<file path="src/design/kts_pkg.sv">
// shared constants, codes and types of the keyed table search unit
`timescale 1ns / 1ps

package kts_pkg;

   // table geometry
   localparam int DEPTH       = 64;
   localparam int MAX_RESULTS = 64;
   localparam int IDX_W       = $clog2(DEPTH);
   localparam int CNT_W       = $clog2(DEPTH + 1);
   localparam int EMIT_W      = $clog2(MAX_RESULTS + 1);

   // field widths
   localparam int ACT_W  = 2;
   localparam int KEY_W  = 20;
   localparam int NAME_W = 32;
   localparam int POS_W  = 6;
   localparam int CMP_W  = (CNT_W > POS_W) ? CNT_W : POS_W;

   // action codes
   typedef logic [ACT_W-1:0] action_type;
   localparam action_type ACT_APPEND = 2'd0;
   localparam action_type ACT_SEARCH = 2'd1;
   localparam action_type ACT_READ   = 2'd2;

   // result status codes
   typedef enum logic [1:0] {
      ST_OK        = 2'd0,
      ST_NOT_FOUND = 2'd1,
      ST_FULL      = 2'd2,
      ST_EMPTY     = 2'd3
   } status_type;

   // one stored record
   typedef struct packed {
      logic [KEY_W-1:0]  key;
      logic [NAME_W-1:0] name;
   } record_type;

   // control of one chain of cells
   typedef struct packed {
      logic             shift;
      logic             load;
      logic [IDX_W-1:0] load_idx;
   } chain_ctrl_type;

   // channel payloads
   typedef struct packed {
      action_type        action;
      logic [KEY_W-1:0]  key_in;
      logic [NAME_W-1:0] name_handle_in;
      logic [POS_W-1:0]  position_in;
   } req_type;

   typedef struct packed {
      status_type        status;
      logic [KEY_W-1:0]  key_out;
      logic [NAME_W-1:0] name_handle_out;
      logic              last;
   } rsp_type;

endpackage

</file>
<file path="src/design/kts_cell.sv">
// one record cell: loads a broadcast record or takes its neighbor's
`timescale 1ns / 1ps

module kts_cell (
   input  logic                clock,
   input  logic                shift_en,
   input  logic                load_en,
   input  kts_pkg::record_type shift_data,
   input  kts_pkg::record_type load_data,
   output kts_pkg::record_type data
);

   kts_pkg::record_type data_ff;
   kts_pkg::record_type data_in;

   // load wins over shift
   always_comb begin
      data_in = data_ff;
      if (load_en) begin
         data_in = load_data;
      end else if (shift_en) begin
         data_in = shift_data;
      end
   end

   always_ff @(posedge clock) begin
      data_ff <= data_in;
   end

   assign data = data_ff;

endmodule

</file>
<file path="src/design/kts_chain.sv">
// row of record cells shifting toward the head, with an indexed load
`timescale 1ns / 1ps

module kts_chain (
   input  logic                    clock,
   input  kts_pkg::chain_ctrl_type ctrl,
   input  kts_pkg::record_type     load_data,
   output kts_pkg::record_type     head
);

   kts_pkg::record_type cell_q   [kts_pkg::DEPTH];
   kts_pkg::record_type cell_nxt [kts_pkg::DEPTH];

   genvar j;
   generate
      for (j = 0; j < kts_pkg::DEPTH; j++) begin : g_cell
         // neighbor feed; the tail cell keeps its own record
         if (j == kts_pkg::DEPTH - 1) begin : g_tail
            assign cell_nxt[j] = cell_q[j];
         end else begin : g_mid
            assign cell_nxt[j] = cell_q[j+1];
         end

         kts_cell u_cell (
            .clock      (clock),
            .shift_en   (ctrl.shift),
            .load_en    (ctrl.load && (ctrl.load_idx == kts_pkg::IDX_W'(j))),
            .shift_data (cell_nxt[j]),
            .load_data  (load_data),
            .data       (cell_q[j])
         );
      end
   endgenerate

   assign head = cell_q[0];

endmodule

</file>
<file path="config.mk">
export PLATFORM = sky130hd
export DESIGN_NAME = kts_chain
export DESIGN_NICKNAME = d
export VERILOG_FILES = /design/src/design/kts_pkg.sv /design/src/design/kts_cell.sv /design/src/design/kts_chain.sv
export SDC_FILE = /design/constraint.sdc
export NUM_CORES = 2
export LEC_CHECK = 0
export ABC_AREA = 1
export BUFFER_PORTS_ARGS = -buffer_cell sky130_fd_sc_hd__buf_2
export CAP_MARGIN = 5
export CORE_UTILIZATION = 55
export CTS_BUF_LIST = sky130_fd_sc_hd__clkbuf_8
export DETAILED_ROUTE_END_ITERATION = 8
export PLACE_DENSITY = 0.73
export SYNTH_ARGS = -nofsm -noshare
export SYNTH_HDL_FRONTEND = slang
export SYNTH_HIERARCHICAL = 1
export SYNTH_SLANG_ARGS = --single-unit
export TNS_END_PERCENT = 30
</file>
<file path="constraint.sdc">
create_clock -name clock -period 1.7 [get_ports clock]
set_input_delay 0.085 -clock clock [delete_from_list [all_inputs] [get_ports clock]]
set_output_delay 0.085 -clock clock [all_outputs]
set_load 0.02 [all_outputs]
</file>
; After elaboration in Yosys (flattened, before gate mapping)
; Index checks and enable logic that the tools add are counted.
; W data, S select, Z words.
[op_classes]
eq_ne = 63
n_mux = 126
reduce_logical = 128
[op_table]
columns = operator, n
row1 = $mux W52, 126
row2 = $eq A6 B6 Y1 const B, 32
row3 = $reduce_bool A2 Y1, 63
row4 = $eq A6 B5 Y1 const B, 16
row5 = $logic_and A1 B1 Y1, 64
row6 = $eq A6 B4 Y1 const B, 8
row7 = $eq A6 B3 Y1 const B, 4
row8 = $eq A6 B2 Y1 const B, 2
row9 = $eq A6 B1 Y1 const B, 1
row10 = $logic_not A6 Y1, 1
[totals]
reg_bits = 3328
elab_cells = 445
in_bits = 61

; Logic depth before layout (Yosys ltp)
[depth]
depth_word = 3
depth_mapped = 9
mapped_depth_nobuf = 7

; By module
; The synthesis kept the hierarchy.
[by_module_without_submodules]
columns = module, instances, cells_per_inst, area_per_inst_um2, seq_area_each_um2
row1 = kts_cell, 64, 221, 2341.0, 1561.5
row2 = kts_chain, 1, 104, 445.4, 0.0

; Worst setup path before layout
; No wires, ideal clock.
[synth_timing]
path_type = input-to-reg
start = input ctrl[5] (netlist bit)
end = register g_cell[0].u_cell.data_ff (netlist bit g_cell[0].u_cell/data[0]) (enable)
slack_ns = -0.130
arrival_ns = 1.443
stages = 6
path_cell_list = inv_1 nand3_2 buf_6 nor2_1 buf_6 or2_2
[synth_via]
elab_chain_cells = 3
[synth_lines]
columns = element, line
row1 = start: declaration, kts_chain.sv:6  ; input kts_pkg::chain_ctrl_type ctrl,
row2 = $logic_not A6 Y1, kts_chain.sv:27  ; .load_en (ctrl.load && (ctrl.load_idx == kts_pkg::IDX_W'(j))),
row3 = $logic_and A1 B1 Y1, kts_chain.sv:27
row4 = $reduce_bool A2 Y1 (no line), -
row5 = end signal: assignment, kts_cell.sv:27  ; data_ff <= data_in;
row6 = end: declaration, kts_cell.sv:13  ; kts_pkg::record_type data_ff;
; Every way passes these cells.
; A chain may end at the register's enable or synchronous reset.

; Worst setup path in the final report
[layout_timing]
start = input ctrl[3] (netlist bit)
end = register g_cell[1].u_cell.data_ff (netlist bit g_cell[1].u_cell/data[9]) (enable)
[layout_via]
elab_chain_cells = 3
[layout_lines]
columns = element, line
row1 = $eq A6 B1 Y1, kts_chain.sv:27
row2 = $logic_and A1 B1 Y1, kts_chain.sv:27
row3 = $reduce_bool A2 Y1 (no line), -
row4 = end signal: assignment, kts_cell.sv:27
row5 = end: declaration, kts_cell.sv:13
; Every way passes these cells.

==> run metrics <==
first-pass detailed-route iteration total 6; critical path capture point type flop; sequential area share after synthesis 0.665; GRT Total Usage 0.267; H-tree levels 6; Die ar. 275,000 sq um; type of the worst setup path in -> reg; syn avg cell area 10.5 sq um; Final Hold Fails 0; CTS Root Cell clkbuf_8; Top Ports 113; Final setup viols 15; run status finished with violations; Synth-to-Final Area Change 10.9%; clk_lat worst skew about 1.0 ns; Hold Path Cell Cnt 4; wire length per cell after detailed routing 19.6 um; Distinct cells, synth 11; Tightest Pin Transition 1.06 ns; Die H roughly 520 um; row count roughly 190; crit path max fanout 25; Final WS setup -0.0102 ns; top cell type's share of synthesized area 0.665; crit-path leading delay family buffers and inverters; dominant cell type by area after synthesis edfxtp_1; Initial DRC Count about 11,000; P_leak a little over 70 nW; PortBufs 112; TNS Setup -0.116 ns; power density cells 1050 nW/um^2; max_slew headroom 0.290; Mapped Cells roughly 14,000; CTS max path bufs 4; peak supply drop 771 uV; max reg flops 3,328; clk sinks 3,328; crit-path cells dlygate4sd3_1 > buf_2 > nor2_1 > nand2_1 > buf_12 > nor2_4 > or2_2 > buf_12; failing checks setup timing; Synth Register Bits 3,328; clk_skew 0.0583 ns; syn nets 14,300; Crit path top cell by count buf_12; WP data required approximately 2.4 ns; drt drc 0; number of global-route vias before repair 92,600; Period Utilization, post-route 1.01; fillers ~21,000; pin count of the biggest net entering global routing 65; via-per-instance ratio 5.25; Inserted Clock Buffers 549; grt ovf 0; antenna violations before repair 9; Antenna Violating Nets Remaining 0; Critical Path Stages 8; R2R setup slack between 0.6 and 0.7 ns; Die Span X 525 um; Worst Path Buf+Inv 4; detailed placement HPWL 243,000 um; MaxCap Viol Count 0; min-delay worst type in -> reg; Slew Limit Fails 0; unrepaired setup endpoints after global routing yes; first-pass GRT wire length around 570,000 um; gp weighted congestion 0.913; Fmax achieved 585 MHz; initial core utilization 0.554; reg2reg path depth 2; total chip power 175 mW; Synth area leaders edfxtp_1, nand2_1, nand2_2; TritonCTS clock tree yes; post-CTS setup repair buffer count 0; layout cells sized above 1 0.188; via count just under 100k; clock transition at the registers of the reported paths roughly 0.060 ns; Setup crit start kind input port; WL final 370,000 um; Period minus WS final 1.71 ns; Worst path max stage delay 0.65 ns; Yosys warning count 6; core footprint 271,000 sq um; Slowest-stage cell, CP dlygate4sd3_1; final net count 15,000; Syn Std Cell Area 150,000 sq um; CP arrival 2.39 ns
[final timing paths]
| kind | to | start |
|---|---|---|
| hold reg to reg | g_cell[59].u_cell/data[36]$_DFFE_PP_ | g_cell[60].u_cell/data[36]$_DFFE_PP_ |
| hold / removal | g_cell[58].u_cell/data[41]$_DFFE_PP_ | load_data[41] |
| setup reg to reg | g_cell[53].u_cell/data[2]$_DFFE_PP_ | g_cell[54].u_cell/data[2]$_DFFE_PP_ |
| setup / recovery | g_cell[1].u_cell/data[9]$_DFFE_PP_ | ctrl[3] |
[Yosys cell counts (all sizes together)]
cell type,n
buf,708
edfxtp,3328
inv,72
nand2,10000
nand3,4
nor2,70
or2,64
[cells by family (layout without fill, tap and decap cells)]
family / after synthesis / after routing / synth area share
other cells: 0 / 7 / 0
flops: 3328 / 3328 / 0.665
simple gates: 10100 / 10100 / 0.276
buf+inv: 780 / 1823 / 0.0591
[tightest hold or removal path: cells and delay by family]
| kind | cells | cell delay (ns) |
|---|---|---|
| buffers and inverters | 2 | 0.77 |
| and+or+nand+nor | 2 | 0.13 |
[stage by stage]
step / hold slack [ns] / util / cells / area (sq um) / worst slack [ns]
after floorplan: 0.266 / - / 14200 / 150000 / -0.118
after global placement: 0.424 / 0.575 / 17800 / 156000 / -0.410
after detailed placement: 0.431 / 0.575 / 17800 / 156000 / -0.406
after CTS: 0.0130 / 0.614 / 18900 / 167000 / -0.0456
after global routing: 0.0876 / 0.614 / 18900 / 167000 / -0.0108
final: 0.0895 / 0.614 / 18900 / 167000 / -0.0102
[layout make-up]
cell class / instances / area, sq um / area share
repair buffers: 802 / 9560 / 0.0574
clock inverters: 389 / 2230 / 0.0134
clock buffers: 560 / 7710 / 0.0462
well taps: 3570 / 4470 / 0.0268
inverters: 72 / 751 / 0.00450
flip-flops and latches: 3328 / 99900 / 0.600
multi-input cells: 10100 / 42000 / 0.252
diodes: 7 / 17.5 / 0.000105
[per-layer routing]
layer  part of all wire  global-route usage
met1               0.42               0.393
met3               0.10              0.0473
met5            0.00027                   0
met4              0.035              0.0940
met2               0.44               0.400
[what timing repair did]
item / CTS / global route
gates resized for setup: 10 / 7
endpoints found under the hold margin: 3749 / 0
gates cloned: 0 / 0
setup endpoints to repair: 18 / 1386
hold buffers: 70 / 0
[layout by cell type, fill, tap and decap left out]
cell           instances
or2_4                 18
nand2_2             1281
edfxtp_1            3328
clkbuf_8             561
clkinv_1             117
or2_2                 46
clkinv_2              45
buf_4                394
clkinv_8               4
inv_8                 75
dlygate4sd3_1         70
inv_1                170
diode_2                7
nand3_2                4
nor2_2                 2
inv_6                 10
inv_12                 2
clkinvlp_4            21
clkinv_4               1
nor2_4                65
buf_2                 54
buf_6                  5
nand2_1             8721
nor2_1                 3
bufinv_16             16
buf_12               278
[where the power goes]
part	internal, mW	leakage (nW)	switching (mW)
sequential	96.4	32.6	2.00
clock	33.2	5.64	32.0
combinational	3.67	33.5	7.96
Note: power is estimated with default switching activity, not from simulation.
